<file path="config.mk">
export PLATFORM = sky130hd
export DESIGN_NAME = arp_front_flat
export DESIGN_NICKNAME = d
export VERILOG_FILES = /design/src/hdl/arp_pkg.sv /design/src/hdl/arp_if.sv /design/src/hdl/arp_front.sv /design/src/flat_wrapper.sv
export SDC_FILE = /design/constraint.sdc
export NUM_CORES = 1
export LEC_CHECK = 0
export BUFFER_PORTS_ARGS = -buffer_cell sky130_fd_sc_hd__buf_2
export CAP_MARGIN = 20
export CORE_UTILIZATION = 25
export CTS_CLUSTER_SIZE = 20
export DETAILED_ROUTE_END_ITERATION = 8
export PLACE_DENSITY = 0.48
export SYNTH_ARGS = -nofsm -noshare
export SYNTH_HDL_FRONTEND = slang
export SYNTH_SLANG_ARGS = --single-unit
</file>
<file path="constraint.sdc">
create_clock -name i_clk -period 18.7 [get_ports i_clk]
set_input_delay 4.675 -clock i_clk [delete_from_list [all_inputs] [get_ports i_clk]]
set_output_delay 4.675 -clock i_clk [all_outputs]
set_load 0.02 [all_outputs]
</file>
<file path="src/hdl/arp_pkg.sv">
// shared types and constants of the arp resolver
`timescale 1ns / 1ps
package arp_pkg;
    localparam int CACHE_ENTRIES   = 16;
    localparam int REQUEST_ENTRIES = 16;
    localparam int QUEUE_DEPTH     = 16;
    localparam int CW = $clog2(CACHE_ENTRIES) > 0 ? $clog2(CACHE_ENTRIES) : 1;
    localparam int RW = $clog2(REQUEST_ENTRIES) > 0 ? $clog2(REQUEST_ENTRIES) : 1;
    localparam int QW = $clog2(QUEUE_DEPTH) > 0 ? $clog2(QUEUE_DEPTH) : 1;
    localparam int QCW = $clog2(QUEUE_DEPTH + 1);
    localparam int FQ_DEPTH = 2;

    localparam logic [1:0] ACT_SEND = 2'd0;
    localparam logic [1:0] ACT_RECV = 2'd1;
    localparam logic [1:0] ACT_TICK = 2'd2;

    localparam logic [2:0] KIND_IPV4    = 3'd0;
    localparam logic [2:0] KIND_ARP_REQ = 3'd1;
    localparam logic [2:0] KIND_ARP_REP = 3'd2;
    localparam logic [2:0] KIND_DELIVER = 3'd3;
    localparam logic [2:0] KIND_DROP    = 3'd4;

    localparam logic [1:0] REG_OWN_MAC  = 2'd0;
    localparam logic [1:0] REG_OWN_IP   = 2'd1;
    localparam logic [1:0] REG_RETRY    = 2'd2;
    localparam logic [1:0] REG_LIFETIME = 2'd3;

    localparam logic [15:0] ETH_IPV4 = 16'h0800;
    localparam logic [15:0] ETH_ARP  = 16'h0806;
    localparam logic [15:0] ARP_OP_REQUEST = 16'd1;
    localparam logic [47:0] MAC_BCAST = 48'hFFFF_FFFF_FFFF;
    localparam logic [15:0] RETRY_RESET    = 16'd5000;
    localparam logic [31:0] LIFETIME_RESET = 32'd30000;

    // classified command handed from the front to the back
    typedef enum logic [1:0] {
        CMD_SEND, CMD_ARP, CMD_TICK
    } t_cmd;

    typedef struct packed {
        t_cmd        cmd;
        logic [31:0] ip;
        logic [15:0] tag;
        logic [47:0] mac;
        logic        answer;
        logic [31:0] elapsed;
    } t_job;

    typedef struct packed {
        logic [2:0]  kind;
        logic [47:0] dst_mac;
        logic [15:0] out_tag;
        logic [31:0] arp_target_ip_out;
        logic [47:0] arp_target_mac_out;
        logic        last;
    } t_res;

    typedef enum logic [3:0] {
        ST_IDLE, ST_SCAN, ST_SEND_DEC, ST_SEND_Q, ST_LEARN, ST_FLUSH,
        ST_REPLY, ST_AGE
    } t_state;
endpackage

</file>
<file path="src/hdl/arp_if.sv">
// valid/ready channel interfaces of the arp resolver
`timescale 1ns / 1ps
interface arp_in_if;
    logic        valid;
    logic        ready;
    logic [1:0]  action;
    logic [31:0] next_hop_ip;
    logic [15:0] payload_tag;
    logic [47:0] frame_dst_mac;
    logic [15:0] ether_type;
    logic        parse_ok;
    logic [15:0] arp_opcode;
    logic [31:0] arp_sender_ip;
    logic [47:0] arp_sender_mac;
    logic [31:0] arp_target_ip_in;
    logic [31:0] elapsed_ms;
    modport source (output valid, action, next_hop_ip, payload_tag, frame_dst_mac,
        ether_type, parse_ok, arp_opcode, arp_sender_ip, arp_sender_mac,
        arp_target_ip_in, elapsed_ms, input ready);
    modport sink (input valid, action, next_hop_ip, payload_tag, frame_dst_mac,
        ether_type, parse_ok, arp_opcode, arp_sender_ip, arp_sender_mac,
        arp_target_ip_in, elapsed_ms, output ready);
endinterface


</file>
<file path="src/hdl/arp_front.sv">
// front end: filters received frames and classifies requests into jobs
`timescale 1ns / 1ps
module arp_front (
    input  logic            i_clk,
    input  logic            i_rst_n,
    arp_in_if.sink          in_ch,
    input  logic [47:0]     i_own_mac,
    input  logic [31:0]     i_own_ip,
    // ipv4 delivery result goes straight to the back end's emit path
    output logic            o_job_valid,
    output arp_pkg::t_job   o_job,
    input  logic            i_job_ready,
    output logic            o_dlv_valid,
    output logic [15:0]     o_dlv_tag,
    input  logic            i_dlv_ready
);
    import arp_pkg::*;

    t_job  r_q [FQ_DEPTH];
    logic [1:0] r_cnt, n_cnt;
    logic       r_rd, r_wr;
    logic        r_dv;
    logic [15:0] r_dtag;
    logic for_us, is_job, is_dlv, acc, pop;
    t_job nj;

    assign for_us = (in_ch.frame_dst_mac == i_own_mac || in_ch.frame_dst_mac == MAC_BCAST)
                    && in_ch.parse_ok;
    assign is_dlv = in_ch.action == ACT_RECV && for_us && in_ch.ether_type == ETH_IPV4;
    assign is_job = in_ch.action == ACT_SEND || in_ch.action == ACT_TICK ||
                    (in_ch.action == ACT_RECV && for_us && in_ch.ether_type == ETH_ARP);
    // deliveries and jobs must stay in order: hold deliveries until the queue drains
    assign in_ch.ready = is_dlv ? (!r_dv && r_cnt == 2'd0 && i_job_ready) :
                         is_job ? (r_cnt != 2'(FQ_DEPTH) && !r_dv) : 1'b1;
    assign acc = in_ch.valid && in_ch.ready;
    assign pop = o_job_valid && i_job_ready;

    always_comb begin
        nj.cmd = (in_ch.action == ACT_SEND) ? CMD_SEND :
                 (in_ch.action == ACT_TICK) ? CMD_TICK : CMD_ARP;
        nj.ip = (in_ch.action == ACT_SEND) ? in_ch.next_hop_ip : in_ch.arp_sender_ip;
        nj.tag = in_ch.payload_tag;
        nj.mac = in_ch.arp_sender_mac;
        nj.answer = in_ch.arp_opcode == ARP_OP_REQUEST && in_ch.arp_target_ip_in == i_own_ip;
        nj.elapsed = in_ch.elapsed_ms;
        n_cnt = r_cnt + 2'(acc && is_job) - 2'(pop);
    end

    always_ff @(posedge i_clk) begin
        if (!i_rst_n) begin
            r_cnt <= '0;
            r_rd  <= 1'b0;
            r_wr  <= 1'b0;
            r_dv  <= 1'b0;
        end else begin
            r_cnt <= n_cnt;
            if (acc && is_job) r_wr <= ~r_wr;
            if (pop) r_rd <= ~r_rd;
            if (acc && is_dlv) r_dv <= 1'b1;
            else if (i_dlv_ready) r_dv <= 1'b0;
        end
    end

    always_ff @(posedge i_clk) begin
        if (acc && is_job) r_q[r_wr] <= nj;
        if (acc && is_dlv) r_dtag <= in_ch.payload_tag;
    end

    assign o_job_valid = r_cnt != 2'd0;
    assign o_job = r_q[r_rd];
    assign o_dlv_valid = r_dv;
    assign o_dlv_tag = r_dtag;
endmodule

</file>
<file path="src/flat_wrapper.sv">
// flat-port wrapper written by rule: the top's interface ports become plain ports
module arp_front_flat import arp_pkg::*;
  (i_clk, i_rst_n, i_own_mac, i_own_ip, o_job_valid, o_job, i_job_ready, o_dlv_valid, o_dlv_tag, i_dlv_ready, in_ch_valid, in_ch_action, in_ch_next_hop_ip, in_ch_payload_tag, in_ch_frame_dst_mac, in_ch_ether_type, in_ch_parse_ok, in_ch_arp_opcode, in_ch_arp_sender_ip, in_ch_arp_sender_mac, in_ch_arp_target_ip_in, in_ch_elapsed_ms, in_ch_ready);
  arp_in_if in_ch_i ();
  input  logic i_clk;
  input  logic i_rst_n;
  input  logic [47:0] i_own_mac;
  input  logic [31:0] i_own_ip;
  output logic o_job_valid;
  output arp_pkg::t_job o_job;
  input  logic i_job_ready;
  output logic o_dlv_valid;
  output logic [15:0] o_dlv_tag;
  input  logic i_dlv_ready;
  input wire logic [$bits(in_ch_i.valid)-1:0] in_ch_valid;
  input wire logic [$bits(in_ch_i.action)-1:0] in_ch_action;
  input wire logic [$bits(in_ch_i.next_hop_ip)-1:0] in_ch_next_hop_ip;
  input wire logic [$bits(in_ch_i.payload_tag)-1:0] in_ch_payload_tag;
  input wire logic [$bits(in_ch_i.frame_dst_mac)-1:0] in_ch_frame_dst_mac;
  input wire logic [$bits(in_ch_i.ether_type)-1:0] in_ch_ether_type;
  input wire logic [$bits(in_ch_i.parse_ok)-1:0] in_ch_parse_ok;
  input wire logic [$bits(in_ch_i.arp_opcode)-1:0] in_ch_arp_opcode;
  input wire logic [$bits(in_ch_i.arp_sender_ip)-1:0] in_ch_arp_sender_ip;
  input wire logic [$bits(in_ch_i.arp_sender_mac)-1:0] in_ch_arp_sender_mac;
  input wire logic [$bits(in_ch_i.arp_target_ip_in)-1:0] in_ch_arp_target_ip_in;
  input wire logic [$bits(in_ch_i.elapsed_ms)-1:0] in_ch_elapsed_ms;
  output wire logic [$bits(in_ch_i.ready)-1:0] in_ch_ready;
  assign in_ch_i.valid = in_ch_valid;
  assign in_ch_i.action = in_ch_action;
  assign in_ch_i.next_hop_ip = in_ch_next_hop_ip;
  assign in_ch_i.payload_tag = in_ch_payload_tag;
  assign in_ch_i.frame_dst_mac = in_ch_frame_dst_mac;
  assign in_ch_i.ether_type = in_ch_ether_type;
  assign in_ch_i.parse_ok = in_ch_parse_ok;
  assign in_ch_i.arp_opcode = in_ch_arp_opcode;
  assign in_ch_i.arp_sender_ip = in_ch_arp_sender_ip;
  assign in_ch_i.arp_sender_mac = in_ch_arp_sender_mac;
  assign in_ch_i.arp_target_ip_in = in_ch_arp_target_ip_in;
  assign in_ch_i.elapsed_ms = in_ch_elapsed_ms;
  assign in_ch_ready = in_ch_i.ready;
  arp_front u_core (.i_clk(i_clk), .i_rst_n(i_rst_n), .in_ch(in_ch_i), .i_own_mac(i_own_mac), .i_own_ip(i_own_ip), .o_job_valid(o_job_valid), .o_job(o_job), .i_job_ready(i_job_ready), .o_dlv_valid(o_dlv_valid), .o_dlv_tag(o_dlv_tag), .i_dlv_ready(i_dlv_ready));
endmodule
</file>
==> flow_summary.ini, run 1 <==
[run]
max-cap-violations = 0

[sta]
rsz0062_at_grt = no
finalCriticalPeriod_ps = 11270
skew_ps = 14.71
finalSetupViolCount = 0
tightest_slew_ps = 1047
tns_ps = 0
slew-limit-headroom = 0.3021
finalWorstSetupSlack_ps = 7428
period_share = 0.6028
fmax_ghz = 0.08872
maxSlewViolCount = 0
finalHoldViolations = 0

[hold_path]
min_path_type = flip-flop to flip-flop
hp-start = u_core.r_wr$_SDFFE_PN0N_
hold_end = u_core.r_wr$_SDFFE_PN0N_
worstHoldPathCells = 2

[grt]
grt_use_total = 0.1424
antenna_found_initial = 12
grt_max_degree = 71
grt_pass1_vias = 8106
grt_remaining_overflow = 0
grt_pass1_wl_mm = 49.23

[worst_setup_path]
crit_chain = buf_2, inv_1, nor4b_1, nand4_1, nor4_4, nand2_1, nor2_1, o2bb2ai_1, buf_2
startpoint_type = input pin
end_kind = primary output
cp.arrival_ps = 6600
slowest_delay_ps = 380
r2r-end = u_core.r_q[1][41]$_DFFE_PP_
r2r_slack_ps = 15540
r2r_start = u_core.o_dlv_valid$_SDFFE_PN0P_
cp_slowest_cell = nor4b_1
path_delay_family = simple AND/OR/NAND/NOR gates
path_class = input pin to primary output
worstPathMaxFanout = 5
required_ps = 14030
critPathBufInv = 3
startpoint = in_ch_action[0]
reg2regPathDepth = 5
cp_common_cell = buf_2

[floorplan]
ios = 510
rows = 78
core_area_um2 = 45770
start_util = 0.2551
dieWidth_um = 218.1
die_area_um2 = 47580
die_y_um = 218.1

[cts]
insertion_delay_ps = 520
cts-root-buf = clkbuf_16
post_cts_buffers = 0
h-tree-depth = 2
cts.path.max_buffers = 3
numCtsBuffers = 34
ctsHoldBuffers = 0
cts_tree = built
clock-sinks = 284
clk_pin_slew_ps = 60
cts_resized = 0

[drt]
drt_first_pass_iters = 4
viasPerCell = 4.258
vias = 7661
first_iter_violations = 338
wl_mm = 35.23
route.detailed.drc = 0
ant_nets = 0
routedWlPerCell_um = 19.58

[placement]
hpwl_mm = 26.77
place_congestion = 0.8508
dp_cells = 1735
port_buffers = 509
place_ws_ps = 7252

[synth]
yosys_warnings = 0
syn_inst = 639
synth_area_leader_cell = edfxtp_1
yosysSeqAreaShare = 0.7252
postSynthNetCount = 1001
ys_types = 29
synth_top_area_share = 0.7149
synthTopCellsByArea = edfxtp_1 71%, mux2_2 16%, xor2_1 5.8%
synth-seq-cells = 284
synth_area_um2 = 11680
avgSynthCellArea_um2 = 18.27

[status]
status = complete, no violations

[final_layout]
final_common_cell = buf_2
fin_cells = 1799
syn_to_final_growth_pct = 37.30
final_cell_mix = 509 x buf_2, 278 x edfxtp_1, 163 x mux2_2
final_nets = 1533
drive_gt1_frac = 0.6137
fill_cells = 4573

[pwr]
power_mw = 1.873
leakagePower_nw = 6.212
ir_worst_vdd_v = 0.00006446
p_per_area_nw_per_um2 = 116.8
[logic make-up (layout without fill, tap and decap cells)]
group	after synthesis	in the layout	synth area share
other	0	3	0
xor gates and xnor gates	84	84	0.06300
adders and majority gates	2	2	0.002143
AOI/OAI and AO/OA	7	7	0.004821
muxes	164	164	0.1580
DFF	284	284	0.7252
buffers and inverters	25	582	0.008035
and+or+nand+nor	73	73	0.03879
[state kept, by name, indices dropped and copies added (netlist names), named ones only]
name	count
u_core.o_dlv_tag	16
u_core.o_dlv_valid	1
u_core.r_cnt	2
u_core.r_q	262
u_core.r_rd	1
u_core.r_wr	1
[worst min-delay path, cell delays in order, from the launching register on]
cell	delay, ps
dfxtp_1	340
nand2_1	70
mux2i_1	50
[synth_stat cells, drive strengths merged]
master / n
edfxtp: 278
mux2: 163
xor2: 77
nor4: 28
nand4: 20
clkbuf: 15
nor2: 8
xnor2: 7
dfxtp: 6
inv: 6
nor2b: 5
buf: 4
and2: 3
nor4b: 3
ha: 2
nand2: 2
nand3: 2
a21oi: 1
a41oi: 1
mux2i: 1
nand2b: 1
nor3: 1
o2111ai: 1
o21a: 1
o21ai: 1
o2bb2ai: 1
o31ai: 1
[worst max-delay path by stage]
stage,end,slack (ps),cells after the start
after floorplan,u_core.r_q[0][0]$_DFFE_PP_,3250,6
final,in_ch_ready,7430,9
after CTS,in_ch_ready,7250,9
after global routing,in_ch_ready,7100,9
after detailed placement,in_ch_ready,7250,9
after global placement,in_ch_ready,7280,9
[layout make-up]
cell class	instances	area (µm²)	share of cell area
well taps	600	750.7	0.04682
multi-input cells	330	3138	0.1957
repair buffers	515	2592	0.1617
flip-flops and latches	284	8472	0.5284
clock buffers	41	877.1	0.05471
inverters	6	22.52	0.001405
diodes	3	7.507	0.0004682
clock inverters	20	172.7	0.01077
[where the power goes]
group	internal [mW]	total (mW)	leakage, nW	switching [mW]
Combinational	0.198	0.475	3.10	0.277
Sequential	0.754	0.776	2.60	0.0220
Clock	0.365	0.622	0.517	0.257
[per-layer routing]
layer  share of wire  global-route usage
met3           0.070             0.04078
met2            0.56              0.2852
met1            0.35              0.1391
met5         0.00097                   0
met4           0.020             0.03846
[through the flow]
stage | hold WS [ps] | util | area, µm²
after floorplan | 451.8 | - | 11680
after global placement | 502.0 | 0.3272 | 14980
after detailed placement | 503.2 | 0.3272 | 14980
after CTS | 511.8 | 0.3501 | 16030
after global routing | 546.8 | 0.3501 | 16030
final | 510.1 | 0.3503 | 16030
(Power assumes the default switching activity.)
==> run 2: changes to the inputs <==
==> constraint.sdc (replaced) <==
create_clock -name i_clk -period 10.5 [get_ports i_clk]
set_input_delay 2.625 -clock i_clk [delete_from_list [all_inputs] [get_ports i_clk]]
set_output_delay 2.625 -clock i_clk [all_outputs]
set_load 0.02 [all_outputs]
==> run 2 against run 1 <==
  * Setup slack worse by 4400 ps
  * Largest cell class unchanged
  * Clock skew shrank 2.6 ps
  * Non-clock buffer count is the same
  * Power up 75%
  * Critical endpoint unchanged
  * Worst hold slack gained 9.9 ps
  * Routed wire length is 4.2% lower
  * Via count shrank 0.72%
  * Largest power group unchanged
  * Die area is the same
  * Critical path type unchanged
==> flow_summary.ini, run 2 (synthesized netlist as in run 1, its figures left out) <==
[cts]
cts.path.max_buffers = 3
clk_pin_slew_ps = 60
numCtsBuffers = 31
cts_tree = built
cts-root-buf = clkbuf_16
clock-sinks = 284
h-tree-depth = 1
insertion_delay_ps = 570
post_cts_buffers = 0
ctsHoldBuffers = 0
cts_resized = 0

[sta]
tightest_slew_ps = 992.9
skew_ps = 12.11
finalSetupViolCount = 0
finalCriticalPeriod_ps = 7482
hold_ws_ps = 520.0
tns_ps = 0
period_share = 0.7125
fmax_ghz = 0.1337
slew-limit-headroom = 0.3365
rsz0062_at_grt = no
maxSlewViolCount = 0
finalHoldViolations = 0

[worst_setup_path]
startpoint = in_ch_action[0]
r2r_start = u_core.o_dlv_valid$_SDFFE_PN0P_
end_kind = primary output
startpoint_type = input pin
path_class = input pin to primary output
worstPathMaxFanout = 5
cp.arrival_ps = 4860
required_ps = 7880

[hold_path]
hp-start = u_core.r_wr$_SDFFE_PN0N_
min_path_type = flip-flop to flip-flop

[final_layout]
drive_gt1_frac = 0.6102
final_cell_mix = 509 x buf_2, 278 x edfxtp_1, 163 x mux2_2
fin_cells = 1803
fill_cells = 4495
final_nets = 1530
final_common_cell = buf_2
utilization = 0.3494
largest-register = u_core.r_q
largest_reg_flops = 262
syn_to_final_growth_pct = 36.95

[grt]
grt_max_degree = 68
grt_use_total = 0.1350
grt_remaining_overflow = 0
grt_pass1_vias = 7846
antenna_found_initial = 14
grt_pass1_wl_mm = 47.71

[floorplan]
dieWidth_um = 218.1
die_area_um2 = 47580
die_y_um = 218.1
start_util = 0.2551
ios = 510
core_area_um2 = 45770
rows = 78

[pwr]
combPwrFrac = 0.250
leakagePower_nw = 6.175
power_frac_seq = 0.428
power_mw = 3.277
p_int_mw = 2.313
switching_share = 0.2941
p_clk_frac = 0.322
switchingPower_mw = 0.9636
p_per_area_nw_per_um2 = 204.9
ir_worst_vdd_v = 0.0001366

[drt]
ant_nets = 0
first_iter_violations = 289
vias = 7606
routedWlPerCell_um = 18.71
wl_mm = 33.74
viasPerCell = 4.219
drt_first_pass_iters = 4
route.detailed.drc = 0

[placement]
dp_cells = 1735
hpwl_mm = 25.47
port_buffers = 509
place_congestion = 0.8671

[status]
status = complete, no violations

[run]
max-cap-violations = 0
[run 2: power groups by stage]
stage	registers [mW]	logic, mW	clock network (mW)
after global routing	1.42	0.875	1.13
after detailed placement	1.43	0.839	0
after CTS	1.41	0.843	1.10
after floorplan	1.39	0.550	0
final	1.40	0.820	1.06
after global placement	1.43	0.838	0
[run 2: worst max-delay path, cell delays in order]
cell	delay, ps
buf_2	140
inv_1	110
nor4b_1	680
nand4_1	270
nor4_4	390
nand2_1	150
nor2_1	150
o2bb2ai_1	140
buf_2	190
[run 2: path summary, 6_finish.rpt]
check	endpoint	slack (ps)	depth (start not counted)
hold reg to reg	u_core.r_wr$_SDFFE_PN0N_	520	2
setup / recovery	in_ch_ready	3020	9
setup reg to reg	u_core.r_q[1][32]$_DFFE_PP_	7400	5
hold / removal	u_core.r_wr$_SDFFE_PN0N_	520	2
[run 2: area by class of cell]
cell class / instances / area (µm²) / share of cell area
antenna: 10 / 25.02 / 0.001565
clock inverter: 18 / 181.4 / 0.01134
inverter: 6 / 22.52 / 0.001408
multi-input combinational: 330 / 3139 / 0.1963
clock buffer: 40 / 809.5 / 0.05062
tap: 600 / 750.7 / 0.04694
sequential: 284 / 8472 / 0.5297
timing repair buffer: 515 / 2592 / 0.1621
[run 2: stage by stage]
step	instance area [µm²]	worst slack (ps)
6_report	15990	3018
5_1_grt	15990	2868
4_1_cts	15970	2897
3_5_place_dp	14980	2897
3_3_place_gp	14980	2949
2_1_floorplan	11680	1201
[run 2: per-layer routing]
metal  GRT usage  wire (µm)  vias up
li1            -          -     3582
met1      0.1398      11900     3634
met2      0.2475      18300      317
met3     0.03479       2433       65
met4     0.07296       1063        8
met5           0         51        -
==> run 3: changes to the inputs <==
--- a/config.mk
+++ b/config.mk
@@ -5,12 +5,13 @@
 export SDC_FILE = /design/constraint.sdc
 export NUM_CORES = 1
 export LEC_CHECK = 0
+export ABC_AREA = 1
 export BUFFER_PORTS_ARGS = -buffer_cell sky130_fd_sc_hd__buf_2
 export CAP_MARGIN = 20
 export CORE_UTILIZATION = 25
 export CTS_CLUSTER_SIZE = 20
 export DETAILED_ROUTE_END_ITERATION = 8
-export PLACE_DENSITY = 0.48
+export PLACE_DENSITY = 0.49
 export SYNTH_ARGS = -nofsm -noshare
 export SYNTH_HDL_FRONTEND = slang
 export SYNTH_SLANG_ARGS = --single-unit
==> constraint.sdc (replaced) <==
create_clock -name i_clk -period 6.6 [get_ports i_clk]
set_input_delay 1.65 -clock i_clk [delete_from_list [all_inputs] [get_ports i_clk]]
set_output_delay 1.65 -clock i_clk [all_outputs]
set_load 0.02 [all_outputs]
==> run 3 against run 2 <==
  * Register-to-register slack worse by 3300 ps
  * Sequential power up 54%
  * Power up 46%
  * Sequential share of layout area down 0.97 points
  * Critical path type unchanged
  * Highest routed layer unchanged
==> flow_summary.ini, run 3 <==
[synth]
postSynthNetCount = 1142
ys_types = 33
yosysSeqAreaShare = 0.7036
synth_area_um2 = 12040
synth_most_common_cell = edfxtp_1
syn_inst = 780
synth_area_leader_cell = edfxtp_1
synth_edf_count = 278
async_flop_share = 0
synthFlopType = edfxtp_1
synthTopCellsByArea = edfxtp_1 69%, mux2_2 15%, xnor2_1 3.7%
avgSynthCellArea_um2 = 15.43
synth-seq-cells = 284
synth_top_area_share = 0.6936
yosys-top-cells-count = 278 x edfxtp_1, 163 x mux2_2, 106 x nand2_1, 53 x inv_1, 51 x xnor2_1
yosys_warnings = 0

[cts]
cts.path.max_buffers = 3
numCtsBuffers = 31
h-tree-depth = 1
insertion_delay_ps = 560
clock-sinks = 284
cts-root-buf = clkbuf_16
post_cts_buffers = 0
cts_resized = 0
clk_pin_slew_ps = 60
cts_tree = built
ctsHoldBuffers = 0

[placement]
place_congestion = 0.8376
port_buffers = 509
postPlaceCellArea_um2 = 15370
dp_cells = 1892
hpwl_mm = 25.14

[worst_setup_path]
r2r_slack_ps = 4090
worstPathMaxFanout = 3
slowest_delay_ps = 190
path_depth = 11
path_delay_family = simple AND/OR/NAND/NOR gates
cp_slowest_cell = buf_2
required_ps = 4950
r2r_start = u_core.r_cnt[0]$_SDFF_PN0_
end_kind = primary output
cp.arrival_ps = 3090
crit_chain = buf_2, xnor2_1, nand2_1, nor2_1, nand2_1, nor2_1, nand3_1, nand2_2, nand4_1, a21boi_0, buf_2
r2r-end = u_core.r_q[1][56]$_DFFE_PP_
path_class = input pin to primary output
startpoint_type = input pin
reg2regPathDepth = 8
critPathBufInv = 2

[pwr]
switching_share = 0.2797
power_frac_seq = 0.451
switchingPower_mw = 1.340
p_int_mw = 3.452
p_clk_frac = 0.327
ir_worst_vdd_v = 0.0001611
p_per_area_nw_per_um2 = 294.2
leakagePower_nw = 6.504
combPwrFrac = 0.222

[floorplan]
die_area_um2 = 49020
rows = 80
core_area_um2 = 47650
start_util = 0.2526
ios = 510
dieWidth_um = 221.4
die_y_um = 221.4

[grt]
grt_pass1_vias = 8198
grt_use_total = 0.1332
antenna_found_initial = 10
grt_max_degree = 106
grt_remaining_overflow = 0
grt_pass1_wl_mm = 49.13

[drt]
first_iter_violations = 320
ant_nets = 0
vias = 8155
met2_length_mm = 17.01
wl_met3_mm = 2.644
drt_first_pass_iters = 4
routedWlPerCell_um = 17.27
wl_mm = 33.69
route.detailed.drc = 0
met1_length_mm = 13.05
viasPerCell = 4.180
top_layer_used = met5

[final_layout]
largest_reg_flops = 262
final_cell_mix = 509 x buf_2, 278 x edfxtp_1, 163 x mux2_2
largest-register = u_core.r_q
final_common_cell = buf_2
utilization = 0.3419
final_cell_area_um2 = 16290
final_nets = 1672
drive_gt1_frac = 0.5548
fin_cells = 1951
syn_to_final_growth_pct = 35.37

[sta]
maxSlewViolCount = 0
tightest_slew_ps = 930.1
rsz0062_at_grt = no
fmax_ghz = 0.2111
tns_ps = 0
skew_ps = 9.727
period_share = 0.7178
finalCriticalPeriod_ps = 4738
slew-limit-headroom = 0.3785
finalHoldViolations = 0
finalSetupViolCount = 0

[hold_path]
worstHoldPathCells = 1
hold_end = u_core.r_rd$_SDFFE_PN0P_
hp-start = u_core.r_rd$_SDFFE_PN0P_
min_path_type = flip-flop to flip-flop

[run]
max-cap-violations = 0

[status]
status = complete, no violations
[run 3: changes by cell type after synthesis, sizes merged, moves of 21 or more]
cell   delta
xnor2    +44
xor2     -72
inv      +50
nor4     -21
nor2     +29
nand2   +106
[run 3: final cells by class]
type	count	area, µm²
clock inverter	14	101.3
antenna	4	10.01
sequential	284	8472
clock buffer	41	813.3
tap	615	769.5
multi-input combinational	421	3291
timing repair buffer	516	2625
inverter	56	210.2
fill	4750	31350
[run 3: kinds of logic after synthesis]
family	synth area share
adder cells (fa/ha/maj)	0.002079
XOR/XNOR	0.04075
multiplexers	0.1525
buffers and inverters	0.02464
AND/OR/NAND/NOR	0.06861
flip-flops	0.7036
AO/OA/AOI/OAI	0.007798
[run 3: power groups by stage]
stage                     logic [mW]  registers, mW  clock network [mW]
after floorplan                0.675           2.17                   0
after global placement          1.08           2.20                   0
after detailed placement        1.08           2.20                   0
after CTS                       1.09           2.16                1.64
after global routing            1.14           2.17                1.71
final                           1.06           2.16                1.57
[run 3: worst max-delay path by stage]
stage / from / to
after floorplan: in_ch_frame_dst_mac[20] / u_core.r_q[1][0]$_DFFE_PP_
after global placement: in_ch_frame_dst_mac[5] / in_ch_ready
after detailed placement: in_ch_ether_type[5] / in_ch_ready
after CTS: in_ch_ether_type[5] / in_ch_ready
after global routing: in_ch_ether_type[5] / in_ch_ready
final: i_own_mac[1] / in_ch_ready
[run 3: metal layers]
layer	global-route usage	up-vias
met5	0	-
met4	0.04413	6
met3	0.03837	61
met2	0.2395	357
met1	0.1506	3834
li1	-	3897
[run 3: stage by stage]
stage / setup slack (ps) / power, mW / hold slack, ps
after global placement: 1855 / 3.277 / 428.0
after floorplan: 231.3 / 2.848 / 425.5
after global routing: 1634 / 5.021 / 472.2
after CTS: 1816 / 4.890 / 459.9
final: 1862 / 4.792 / 469.6
after detailed placement: 1809 / 3.286 / 448.2
